===== src/rtl/grp_pkg.sv =====
// Shared types, constants and helpers of the guillotine rectangle packer.
`default_nettype none
package grp_pkg;

  localparam int MaxRects  = 64;
  localparam int CoordBits = 16;
  localparam int IdxW      = $clog2(MaxRects);
  localparam int CntW      = $clog2(MaxRects + 1);
  localparam int RefW      = 24;
  localparam logic [RefW-1:0] RefMax = {RefW{1'b1}};

  localparam logic [1:0] STATUS_PLACED = 2'd0;
  localparam logic [1:0] STATUS_NO_FIT = 2'd1;
  localparam logic [1:0] STATUS_FULL   = 2'd2;
  localparam logic [1:0] STATUS_BAD    = 2'd3;

  localparam logic CFG_CANVAS_W = 1'b0;
  localparam logic CFG_CANVAS_H = 1'b1;

  typedef logic [CoordBits-1:0] coord_t;

  typedef struct packed {
    coord_t x;
    coord_t y;
    coord_t w;
    coord_t h;
  } rect_t;

  function automatic coord_t rect_key(rect_t r);
    rect_key = (r.x > r.y) ? r.x : r.y;
  endfunction

endpackage
`default_nettype wire


===== src/rtl/grp_div.sv =====
// Restoring divider, one quotient bit per cycle, for the sheet cell counts.
`default_nettype none
module grp_div (
  input  wire logic              clk_i,
  input  wire logic              rst_ni,
  input  wire logic              start_i,
  input  wire grp_pkg::coord_t   dividend_i,
  input  wire grp_pkg::coord_t   divisor_i,
  output logic                   done_o,
  output grp_pkg::coord_t        quot_o
);

  localparam int StepW = $clog2(grp_pkg::CoordBits);

  logic                          busy_q, busy_d;
  logic                          done_q, done_d;
  logic [StepW-1:0]              step_q, step_d;
  logic [grp_pkg::CoordBits:0]   rem_q, rem_d;
  grp_pkg::coord_t               quo_q, quo_d;
  grp_pkg::coord_t               div_q, div_d;
  logic [grp_pkg::CoordBits:0]   rem_sh;
  logic [grp_pkg::CoordBits:0]   diff;

  always_comb begin
    busy_d = busy_q;
    done_d = 1'b0;
    step_d = step_q;
    rem_d  = rem_q;
    quo_d  = quo_q;
    div_d  = div_q;
    rem_sh = {rem_q[grp_pkg::CoordBits-1:0], quo_q[grp_pkg::CoordBits-1]};
    diff   = rem_sh - {1'b0, div_q};
    if (start_i) begin
      busy_d = 1'b1;
      step_d = '0;
      rem_d  = '0;
      quo_d  = dividend_i;
      div_d  = divisor_i;
    end else if (busy_q) begin
      if (!diff[grp_pkg::CoordBits]) begin
        rem_d = diff;
        quo_d = {quo_q[grp_pkg::CoordBits-2:0], 1'b1};
      end else begin
        rem_d = rem_sh;
        quo_d = {quo_q[grp_pkg::CoordBits-2:0], 1'b0};
      end
      step_d = step_q + 1'b1;
      if (step_q == StepW'(grp_pkg::CoordBits - 1)) begin
        busy_d = 1'b0;
        done_d = 1'b1;
      end
    end
  end

  always_ff @(posedge clk_i or negedge rst_ni) begin
    if (!rst_ni) begin
      busy_q <= 1'b0;
      done_q <= 1'b0;
      step_q <= '0;
    end else begin
      busy_q <= busy_d;
      done_q <= done_d;
      step_q <= step_d;
    end
  end

  always_ff @(posedge clk_i) begin
    rem_q <= rem_d;
    quo_q <= quo_d;
    div_q <= div_d;
  end

  assign done_o = done_q;
  assign quot_o = quo_q;

endmodule
`default_nettype wire


===== config.mk =====
export PLATFORM = sky130hd
export DESIGN_NAME = grp_div
export DESIGN_NICKNAME = d
export VERILOG_FILES = /design/src/rtl/grp_pkg.sv /design/src/rtl/grp_div.sv
export SDC_FILE = /design/constraint.sdc
export NUM_CORES = 1
export LEC_CHECK = 0
export ABC_CLOCK_PERIOD_IN_PS = 2980
export BUFFER_PORTS_ARGS = -buffer_cell sky130_fd_sc_hd__buf_2
export CAP_MARGIN = 20
export CORE_MARGIN = 5
export CORE_UTILIZATION = 30
export DETAILED_ROUTE_END_ITERATION = 12
export SYNTH_ARGS = -nofsm -noshare
export SYNTH_HDL_FRONTEND = slang
export SYNTH_SLANG_ARGS = --single-unit

===== constraint.sdc =====
create_clock -name clk_i -period 2.98 [get_ports clk_i]
set_input_delay 0.298 -clock clk_i [delete_from_list [all_inputs] [get_ports clk_i]]
set_output_delay 0.298 -clock clk_i [all_outputs]
set_load 0.01 [all_outputs]

==> metrics.txt, run 1 <==
status finished clean; worst stage delay on the critical path 0.40 ns; Syn. warnings 0; minimum setup slack among reg-to-reg paths 0.23 ns; vias after detailed routing 2563; category of cells accounting for the largest share of critical-path delay compound AO/OA/AOI/OAI gates; clock skew after layout 0.01129 ns; maximum buffer depth of the clock tree 2; number of buffer and inverter instances along the worst setup path 2; HPWL reported at the end of detailed placement 5346 µm; critical path endpoint category register; # diodes 0; CTS root buf sky130_fd_sc_hd__clkbuf_8; cell depth of the worst flop-to-flop path 10; drt via density 5.147; sequential share of the synthesized area 45.56%; effective utilization at floorplan 30.57%; count of nets left with antenna violations after detail routing 0; First-pass DRT Iterations 4; routability congestion estimate from global placement 0.7845; remaining global-route overflow 0; worst endpoint data arrival time 2.98 ns; Critical Path Start Type register; leakage power summed over all cells 1.556 nW; CTS-repair resized insts 0; Core Box Area 0.01028 mm²; largest driver fanout on the critical path 10; crit path time final 2.749 ns; number of DRC violations after detailed-routing iteration 0 144; fraction of final layout cells with drive strength greater than 1 24.03%; required time of the worst setup path 3.21 ns; pin count of the biggest net entering global routing 47; worst reg2reg path endpoint rem_q[1]$_SDFFE_PP0P_; Avg WL per Cell 14.94 µm; Achievable Freq 363.8 MHz; count of input and output buffers 51; die footprint 0.01262 mm²; global-route wire length before repair 12360 µm; clock-pin slew on the worst setup and hold paths 0.11 ns; CTS H-tree lvls 2; cell with the largest stage delay on the worst path sky130_fd_sc_hd__fa_1; Die X 112.3 µm; post-synth cell types 55; Post-synth EDFFs 32; Core Util, Final 35.43%; Total Routed Length 7441 µm; Post-Place Setup Slack 0.3025 ns; commonest non-fill, non-tap cells in the layout sky130_fd_sc_hd__buf_2 (51), sky130_fd_sc_hd__edfxtp_1 (32), sky130_fd_sc_hd__nor2_1 (25); final slew viol count 0; share of the clock period used by the worst path 92.23%; # placed instances 489; RSZ-0062 raised after global routing false; synthesized flop and latch total 54; gate count of the mapped netlist 310; class of the tightest hold or removal check primary input to register; relative slew slack 54.36%; layout net count 414; most common library cell in the layout ignoring fill and taps sky130_fd_sc_hd__buf_2; Placed Area 0.003536 mm²; CP cell instances inv_1 -> ha_1 -> fa_1 -> nand2b_1 -> a21o_2 -> a211oi_2 -> a21boi_0 -> buf_4 -> a2111o_1 -> o311ai_1; total of max-cap violations 0; number of sinks driven by the clock tree 54; count of unresolved DRC violations after routing 0; post-route non-filler standard cell count 498; Post-Syn Nets 363; CTS tree built; number of placement rows 37; initial antenna violation count 0; worst-skew pair later-pin latency 0.32 ns; Area growth, synth to finish 15.89%; global-route usage over all layers 11.83%; WS Path Type register to register; fraction of registers with async set or reset after synthesis 11.11%; fin worst setup slack 0.2314 ns; TNS Setup 0 ns; top flip-flop cell by instance count after synthesis sky130_fd_sc_hd__edfxtp_1; mean post-synth cell area 10.13 µm²; total I/O pin count 52; worst-case vdd ir drop 0.2341 mV; transition at the pin with the smallest max-transition slack 0.6829 ns; netlist area before placement 0.003142 mm²; Total Power Consumption 2.868 mW; hold path startpoint divisor_i[4]; power per cell area 787.7 mW/mm²; design area 0.003641 mm²; endpoints failing setup 0; Chip Height 112.3 µm; end of the worst hold path div_q[4]$_DFFE_PP_; number of buffers inserted during clock tree synthesis 5; Min-Delay Path Depth 1; Final Hold Fails 0; number of global-route vias before repair 2563; reg2reg start quot_o[15]$_DFFE_PP_; Fin Hold WS 0.1401 ns
cell usage after synthesis, types with 2 or more instances:
master                     number  area [µm²]
sky130_fd_sc_hd__a211oi_1       5       37.54
sky130_fd_sc_hd__nand4_1        3       18.77
sky130_fd_sc_hd__a311oi_1       5       43.79
sky130_fd_sc_hd__o21ba_2        2       20.02
sky130_fd_sc_hd__xor2_1         6       52.55
sky130_fd_sc_hd__o21ai_0       18       90.09
sky130_fd_sc_hd__a21o_1         4       30.03
sky130_fd_sc_hd__inv_1         22       82.58
sky130_fd_sc_hd__a211oi_2       2       25.02
sky130_fd_sc_hd__a31oi_1        6       37.54
sky130_fd_sc_hd__nor3b_1        3       22.52
sky130_fd_sc_hd__buf_1          3       11.26
sky130_fd_sc_hd__ha_1          17       212.7
sky130_fd_sc_hd__dfrtp_1        6       150.1
sky130_fd_sc_hd__xnor2_1        5       43.79
sky130_fd_sc_hd__nor4_1         4       25.02
sky130_fd_sc_hd__dfxtp_1       16       320.3
sky130_fd_sc_hd__and3_1         9       56.30
sky130_fd_sc_hd__edfxtp_1      32       960.9
sky130_fd_sc_hd__nand2b_1       2       12.51
sky130_fd_sc_hd__nand2_1       17       63.81
sky130_fd_sc_hd__mux2_2        15       168.9
sky130_fd_sc_hd__buf_6          2       22.52
sky130_fd_sc_hd__o211ai_1       6       45.04
sky130_fd_sc_hd__nor2_1        25       93.84
sky130_fd_sc_hd__a21boi_0       2       15.01
sky130_fd_sc_hd__nand3_1        8       40.04
sky130_fd_sc_hd__o31ai_1        6       45.04
sky130_fd_sc_hd__nor3_1         4       20.02
sky130_fd_sc_hd__o21a_1         4       30.03
sky130_fd_sc_hd__clkbuf_1       6       22.52
sky130_fd_sc_hd__or3_1          4       25.02
sky130_fd_sc_hd__a21oi_1       18       90.09
sky130_fd_sc_hd__or2b_2         2       17.52
area by class of cell:
type	instances	area, µm²
Inverter	22	82.58
Clock inverter	3	26.28
Tap cell	136	170.2
Multi-Input combinational cell	221	1559
Fill cell	1058	6636
Sequential cell	54	1431
Timing Repair Buffer	57	302.8
Clock buffer	5	68.82
layer usage:
| layer | GRT usage (%) | up-vias | share of wire (%) | wire [µm] |
|---|---|---|---|---|
| met5 | 0 | - | 0 | 0 |
| met4 | 3.766 | 0 | 0.85 | 63 |
| met3 | 1.725 | 4 | 3.5 | 263 |
| met2 | 20.66 | 68 | 50 | 3724 |
| met1 | 15.04 | 1234 | 46 | 3389 |
| li1 | - | 1257 | - | - |
state kept, by name, indices dropped and copies added (netlist names):
name,flops
rem_q,16
busy_q,1
div_q,16
done_o,1
quot_o,16
step_q,4
worst reg2reg max path: stages (launching register included):
cell and delay, ns:
sky130_fd_sc_hd__edfxtp_1 0.37, sky130_fd_sc_hd__inv_1 0.06, sky130_fd_sc_hd__ha_1 0.22, sky130_fd_sc_hd__fa_1 0.40, sky130_fd_sc_hd__nand2b_1 0.20, sky130_fd_sc_hd__a21o_2 0.23, sky130_fd_sc_hd__a211oi_2 0.31, sky130_fd_sc_hd__a21boi_0 0.18
sky130_fd_sc_hd__buf_4 0.20, sky130_fd_sc_hd__a2111o_1 0.41, sky130_fd_sc_hd__o311ai_1 0.08
kinds of logic after synthesis:
| group | share of synthesized area, % |
|---|---|
| DFF | 45.56 |
| adders and majority gates | 7.407 |
| AOI/OAI and AO/OA | 19.95 |
| xor gates and xnor gates | 3.066 |
| muxes | 5.695 |
| buffers and inverters | 4.819 |
| and+or+nand+nor | 13.50 |
repair_timing:
item / 4_1_cts / 5_1_grt
endpoints found under the hold margin: 6 / 0
hold buffers: 1 / 0
setup buffers: 0 / 0
where the power goes:
part           internal (mW)  switching [mW]  total, mW
Combinational          0.588           0.780       1.37
Clock                  0.174           0.283      0.457
Sequential             0.942           0.101       1.04
Total                   1.70            1.16       2.87
worst max-delay path by stage:
stage	start	to	slack [ns]	cells past startpoint
2_1_floorplan	quot_o[15]$_DFFE_PP_	rem_q[1]$_SDFFE_PP0P_	0.43	10
3_3_place_gp	quot_o[15]$_DFFE_PP_	rem_q[1]$_SDFFE_PP0P_	0.40	10
3_5_place_dp	quot_o[15]$_DFFE_PP_	rem_q[1]$_SDFFE_PP0P_	0.30	10
4_1_cts	quot_o[15]$_DFFE_PP_	rem_q[1]$_SDFFE_PP0P_	0.25	10
5_1_grt	quot_o[15]$_DFFE_PP_	quot_o[0]$_DFFE_PP_	0.09	9
6_report	quot_o[15]$_DFFE_PP_	rem_q[1]$_SDFFE_PP0P_	0.23	10
No activity file was read; power rests on OpenSTA's default activity.
==> run 2: changes to the inputs <==
--- a/config.mk
+++ b/config.mk
@@ -8,6 +8,7 @@
 export ABC_CLOCK_PERIOD_IN_PS = 2980
 export BUFFER_PORTS_ARGS = -buffer_cell sky130_fd_sc_hd__buf_2
 export CAP_MARGIN = 20
+export CORE_ASPECT_RATIO = 1.2
 export CORE_MARGIN = 5
 export CORE_UTILIZATION = 30
 export DETAILED_ROUTE_END_ITERATION = 12
==> run 2 against run 1 <==
  * Cell area grew 1.8%
  * Critical path type unchanged
  * Clock skew decreased by 0.0028 ns
  * Core utilization up 0.32 points
  * Largest cell class unchanged
  * Critical endpoint is now rem_q[5]$_SDFFE_PP0P_
==> metrics.txt, run 2 (synthesized netlist as in run 1, its figures left out) <==
reg2reg start quot_o[15]$_DFFE_PP_; Placed Area 0.003542 mm² (+0.18%); remaining global-route overflow 0 (unchanged); Total Routed Length 7344 µm (-1.3%); clock-pin slew on the worst setup and hold paths 0.08 ns (-0.03 ns); count of input and output buffers 51 (unchanged); count of nets left with antenna violations after detail routing 0 (unchanged); # diodes 0 (unchanged); worst-case vdd ir drop 0.3654 mV (+56%); share of the clock period used by the worst path 91.42% (-0.82 points); number of DRC violations after detailed-routing iteration 0 143 (-0.69%); critical path endpoint category register; Achievable Freq 367.1 MHz (+0.89%); Fin Hold WS 0.1744 ns (+0.03432 ns); number of buffers inserted during clock tree synthesis 5 (unchanged); First-pass DRT Iterations 4 (unchanged); number of global-route vias before repair 2668 (+4.1%); worst reg2reg path endpoint rem_q[5]$_SDFFE_PP0P_; HPWL reported at the end of detailed placement 5233 µm (-2.1%); crit path time final 2.724 ns (-0.02437 ns); register cell area after layout 0.001431 mm² (unchanged); worst-skew pair later-pin latency 0.29 ns (-0.03 ns); status finished clean; RSZ-0062 raised after global routing false; relative slew slack 54.65% (+0.28 points); multi-input gate area in the final layout 0.001560 mm² (about the same); minimum setup slack among reg-to-reg paths 0.26 ns (+0.02 ns); initial antenna violation count 0 (unchanged); Core Box Area 0.01036 mm² (+0.83%); vias after detailed routing 2560 (-0.12%); Avg WL per Cell 14.90 µm (-0.30%); endpoints failing setup 0 (unchanged); transition at the pin with the smallest max-transition slack 0.6787 ns (-0.004246 ns); worst endpoint data arrival time 2.90 ns (-0.08 ns); total I/O pin count 52 (unchanged); largest driver fanout on the critical path 7 (-3); global-route wire length before repair 12390 µm (+0.28%); count of unresolved DRC violations after routing 0 (unchanged); CTS tree built; drt via density 5.193 (+0.90%); clock skew after layout 0.008465 ns (-0.002826 ns); Core Util, Final 35.75% (+0.32 points); Chip Height 122.1 µm (+8.7%); commonest non-fill, non-tap cells in the layout sky130_fd_sc_hd__buf_2 (51), sky130_fd_sc_hd__edfxtp_1 (32), sky130_fd_sc_hd__nor2_1 (25); CTS root buf sky130_fd_sc_hd__clkbuf_16; Area growth, synth to finish 17.92%; fraction of final layout cells with drive strength greater than 1 24.73% (+0.69 points); cell depth of the worst flop-to-flop path 9 (-1); TNS Setup 0 ns (unchanged); Post-Place Setup Slack 0.2366 ns (-0.06591 ns); Final Hold Fails 0 (unchanged); die footprint 0.01263 mm² (about the same); layout net count 416 (+0.48%); total of max-cap violations 0 (unchanged); number of sinks driven by the clock tree 54 (unchanged); effective utilization at floorplan 30.32% (-0.25 points); most common library cell in the layout ignoring fill and taps sky130_fd_sc_hd__buf_2; maximum buffer depth of the clock tree 2 (unchanged); power per cell area 818.6 mW/mm² (+3.9%); number of placement rows 41 (+11%); crit path to rem_q[5]$_SDFFE_PP0P_; class of the tightest hold or removal check primary input to register; required time of the worst setup path 3.16 ns (-0.05 ns); routability congestion estimate from global placement 0.8198 (+4.5%); design area 0.003705 mm² (+1.8%); launch point of the critical path quot_o[15]$_DFFE_PP_; Die X 103.4 µm (-7.9%); pin count of the biggest net entering global routing 47 (unchanged); global-route usage over all layers 12.19% (+0.36 points); final slew viol count 0 (unchanged); fin worst setup slack 0.2558 ns (+0.02437 ns); leakage power summed over all cells 1.592 nW (+2.3%); WS Path Type register to register; CTS H-tree lvls 2 (unchanged); Critical Path Start Type register; count of fill cells added during filler insertion 1071 (+1.2%)
==> run 2: changes by cell type in the layout (fill, tap and decap cells not counted) <==
| cell | delta |
|---|---|
| sky130_fd_sc_hd__clkbuf_16 | +5 |
| sky130_fd_sc_hd__clkinv_4 | -1 |
| sky130_fd_sc_hd__buf_4 | +2 |
| sky130_fd_sc_hd__o22a_1 | -1 |
| sky130_fd_sc_hd__clkbuf_8 | -5 |
| sky130_fd_sc_hd__inv_6 | +1 |
| sky130_fd_sc_hd__o22a_2 | +1 |
==> run 2: what timing repair did <==
| item | in CTS | in global routing |
|---|---|---|
| endpoints found under the hold margin | 6 | 0 |
| endpoints found under the setup margin | 0 | 2 |
| setup buffers | 0 | 0 |
| gates resized for setup | 0 | 1 |
| hold buffers | 1 | 0 |
==> run 2: worst min path at each step <==
stage	from	endpoint	depth (start not counted)
4_1_cts	divisor_i[1]	div_q[1]$_DFFE_PP_	1
3_5_place_dp	rst_ni	step_q[1]$_DFFE_PN0P_	1
5_1_grt	divisor_i[1]	div_q[1]$_DFFE_PP_	1
2_1_floorplan	rst_ni	busy_q$_DFF_PN0_	0
6_report	divisor_i[1]	div_q[1]$_DFFE_PP_	1
3_3_place_gp	rst_ni	step_q[0]$_DFFE_PN0P_	1
==> run 2: power breakdown <==
| group | internal (mW) | leakage, nW | total [mW] | switching [mW] |
|---|---|---|---|---|
| registers | 0.943 | 0.535 | 1.04 | 0.0941 |
| logic | 0.595 | 0.982 | 1.39 | 0.795 |
| clock network | 0.321 | 0.0752 | 0.606 | 0.284 |
| total | 1.86 | 1.59 | 3.03 | 1.17 |
==> run 2: per-stage QoR <==
step,cells,total power [mW]
after detailed placement,484,2.415
after global placement,484,2.399
after CTS,493,3.043
final,493,3.033
after global routing,493,3.256
after floorplan,310,2.088
==> run 2: routing by layer <==
layer | GRT usage [%] | wire, µm | share of wire [%]
met1 | 16.14 | 3341 | 45
met5 | 0 | 0 | 0
met4 | 2.753 | 110 | 1.5
met2 | 19.90 | 3457 | 47
met3 | 3.093 | 434 | 5.9
==> run 2: cell type report <==
type                       instances  area share, %
clock inverter                     3         0.7092
sequential                        54          38.64
clock buffer                       5          3.377
multi-input combinational        221          42.11
timing repair buffer              59          8.578
tap                              129          4.357
inverter                          22          2.229
==> run 2: critical path: stages (launching register included) <==
cell                       delay (ns)
sky130_fd_sc_hd__edfxtp_1        0.35
sky130_fd_sc_hd__inv_1           0.06
sky130_fd_sc_hd__ha_1            0.22
sky130_fd_sc_hd__fa_1            0.39
sky130_fd_sc_hd__nand2b_1        0.19
sky130_fd_sc_hd__a21o_2          0.23
sky130_fd_sc_hd__a211oi_2        0.28
sky130_fd_sc_hd__o22a_2          0.27
sky130_fd_sc_hd__nand2_1         0.25
sky130_fd_sc_hd__o311a_1         0.37
==> run 3: changes to the inputs <==
--- a/config.mk
+++ b/config.mk
@@ -10,8 +10,9 @@
 export CAP_MARGIN = 20
 export CORE_ASPECT_RATIO = 1.2
 export CORE_MARGIN = 5
-export CORE_UTILIZATION = 30
+export CORE_UTILIZATION = 55
 export DETAILED_ROUTE_END_ITERATION = 12
+export PLACE_DENSITY = 0.78
 export SYNTH_ARGS = -nofsm -noshare
 export SYNTH_HDL_FRONTEND = slang
 export SYNTH_SLANG_ARGS = --single-unit
==> run 3 against run 2 <==
  * Power fell by 3.4%
  * First-iteration DRC count rose by 15%
  * Global-route usage rose by 7.7 points
  * Critical path depth did not move
==> metrics.txt, run 3 (synthesized netlist as in run 1, its figures left out) <==
layout net count 416 (unchanged); proportion of total power due to net switching 38.47% (-0.23 points); Core Box Area 0.005593 mm² (-46%); part of the power in the clock network 16.8% (-3.2 points); CTS root buf sky130_fd_sc_hd__clkbuf_8; count of input and output buffers 51 (unchanged); category of cells accounting for the largest share of critical-path delay compound AO/OA/AOI/OAI gates; global-route wire length before repair 11750 µm (-5.2%); CP cell instances inv_1 -> ha_1 -> fa_1 -> nand2b_1 -> a21o_2 -> a211oi_2 -> o22ai_1 -> nor2_1 -> o21ai_0; final slew viol count 0 (unchanged); total I/O pin count 52 (unchanged); count of nets left with antenna violations after detail routing 0 (unchanged); class of the tightest hold or removal check primary input to register; number of placement rows 30 (-27%); RSZ-0062 raised after global routing false; leakage power summed over all cells 1.569 nW (-1.5%); number of sinks driven by the clock tree 54 (unchanged); die footprint 0.007330 mm² (-42%); remaining global-route overflow 0 (unchanged); clock-pin slew on the worst setup and hold paths 0.10 ns (+0.02 ns); endpoints failing setup 0 (unchanged); number of global-route vias before repair 2563 (-3.9%); clock skew after layout 0.009040 ns (+0.0005742 ns); Critical Path Start Type register; crit path time final 2.697 ns (-0.02736 ns); cell with the largest stage delay on the worst path sky130_fd_sc_hd__fa_1; # diodes 0 (unchanged); number of buffers inserted during clock tree synthesis 5 (unchanged); Area growth, synth to finish 14.02%; Total Routed Length 6969 µm (-5.1%); Chip Height 92.80 µm (-24%); worst endpoint data arrival time 2.75 ns (-0.15 ns); relative slew slack 55.28% (+0.64 points); CTS H-tree lvls 2 (unchanged); First-pass DRT Iterations 4 (unchanged); worst-skew pair later-pin latency 0.31 ns (+0.02 ns); power per cell area 817.5 mW/mm² (-0.13%); sequential fraction of design power 35.5% (+1.3 points); worst stage delay on the critical path 0.41 ns (+0.02 ns); commonest non-fill, non-tap cells in the layout sky130_fd_sc_hd__buf_2 (51), sky130_fd_sc_hd__edfxtp_1 (32), sky130_fd_sc_hd__nor2_1 (25); cell depth of the worst flop-to-flop path 9 (unchanged); Avg WL per Cell 16.28 µm (+9.3%); total internal power 1.802 mW (-3.1%); required time of the worst setup path 3.03 ns (-0.13 ns); worst-case vdd ir drop 0.4524 mV (+24%); HPWL reported at the end of detailed placement 4977 µm (-4.9%); critical path endpoint category register; drt via density 5.977 (+15%); vias after detailed routing 2558 (-0.078%); largest driver fanout on the critical path 6 (-1); Die X 79.00 µm (-24%); CTS tree built; effective utilization at floorplan 56.17% (+26 points); global-route usage over all layers 19.84% (+7.7 points); Achievable Freq 370.8 MHz (+1.0%); status finished clean; routability congestion estimate from global placement 0.8398 (+2.4%); Final Hold Fails 0 (unchanged); number of buffer and inverter instances along the worst setup path 1 (unchanged); count of unresolved DRC violations after routing 0 (unchanged); Min-Delay Path Depth 1 (unchanged); initial antenna violation count 0 (unchanged); fraction of final layout cells with drive strength greater than 1 24.45% (-0.27 points); maximum buffer depth of the clock tree 2 (unchanged); pin count of the biggest net entering global routing 47 (unchanged); Net Sw Power 1.127 mW (-4.0%); Total Power Consumption 2.928 mW (-3.4%); most common library cell in the layout ignoring fill and taps sky130_fd_sc_hd__buf_2; total of max-cap violations 0 (unchanged); TNS Setup 0 ns (unchanged); logic gate share of total power 47.7% (+1.9 points); share of the clock period used by the worst path 90.50% (-0.92 points); WS Path Type register to register; number of logic stages on the critical path including buffering 9 (unchanged); number of DRC violations after detailed-routing iteration 0 165 (+15%); transition at the pin with the smallest max-transition slack 0.6691 ns (-0.009545 ns)
==> run 3: cell type report <==
cell class              instances  area, µm²
well taps                      64      80.08
inverters                      22      82.58
repair buffers                 59      317.8
clock buffers                   6      72.57
fillers                       471       2011
clock inverters                 2      37.54
multi-input cells             221       1560
flip-flops and latches         54       1431
==> run 3: final timing paths <==
path                                            start                    end  slack [ns]
worst max-delay path             quot_o[15]$_DFFE_PP_    quot_o[0]$_DFFE_PP_        0.28
worst min-delay path                     divisor_i[8]     div_q[8]$_DFFE_PP_        0.16
worst max register to register   quot_o[15]$_DFFE_PP_    quot_o[0]$_DFFE_PP_        0.28
worst min register to register  rem_q[3]$_SDFFE_PP0P_  rem_q[3]$_SDFFE_PP0P_        0.52
max in group asynchronous                      rst_ni  step_q[0]$_DFFE_PN0P_        2.51
min in group asynchronous                      rst_ni       done_o$_DFF_PN0_        0.33
==> run 3: power by group through the flow <==
stage	Combinational (mW)	Clock (mW)	Sequential [mW]
finish	1.40	0.493	1.04
global route	1.55	0.538	1.06
CTS	1.38	0.505	1.04
detailed placement	1.37	0	1.05
global placement	1.34	0	1.05
floorplan	1.05	0	1.04
==> run 3: metrics by stage <==
| step | hold slack, ns | utilization (%) | cell area [µm²] | instances | setup WS, ns |
|---|---|---|---|---|---|
| finish | 0.1586 | 64.05 | 3582 | 428 | 0.2832 |
| global route | 0.1447 | 64.05 | 3582 | 428 | 0.06203 |
| CTS | 0.1479 | 64.03 | 3581 | 428 | 0.1369 |
| detailed placement | 0.1292 | 61.88 | 3461 | 419 | 0.1603 |
| global placement | 0.1262 | 61.88 | 3461 | 419 | 0.2833 |
| floorplan | 0.002409 | - | 3142 | 310 | 0.4300 |
==> run 3: timing repair <==
| action | in CTS | in global routing |
|---|---|---|
| hold buffers | 1 | 0 |
| hold endpoints to repair | 6 | 0 |
| resized for setup | 0 | 2 |
| setup endpoints to repair | 0 | 11 |
| buffers inserted | 0 | 0 |
==> run 3: metal layers <==
layer	wire, µm	vias up	GRT usage [%]
li1	-	1263	-
met1	3036	1222	24.72
met2	3535	68	33.85
met3	313	5	3.599
met4	83	0	7.593
met5	0	-	0
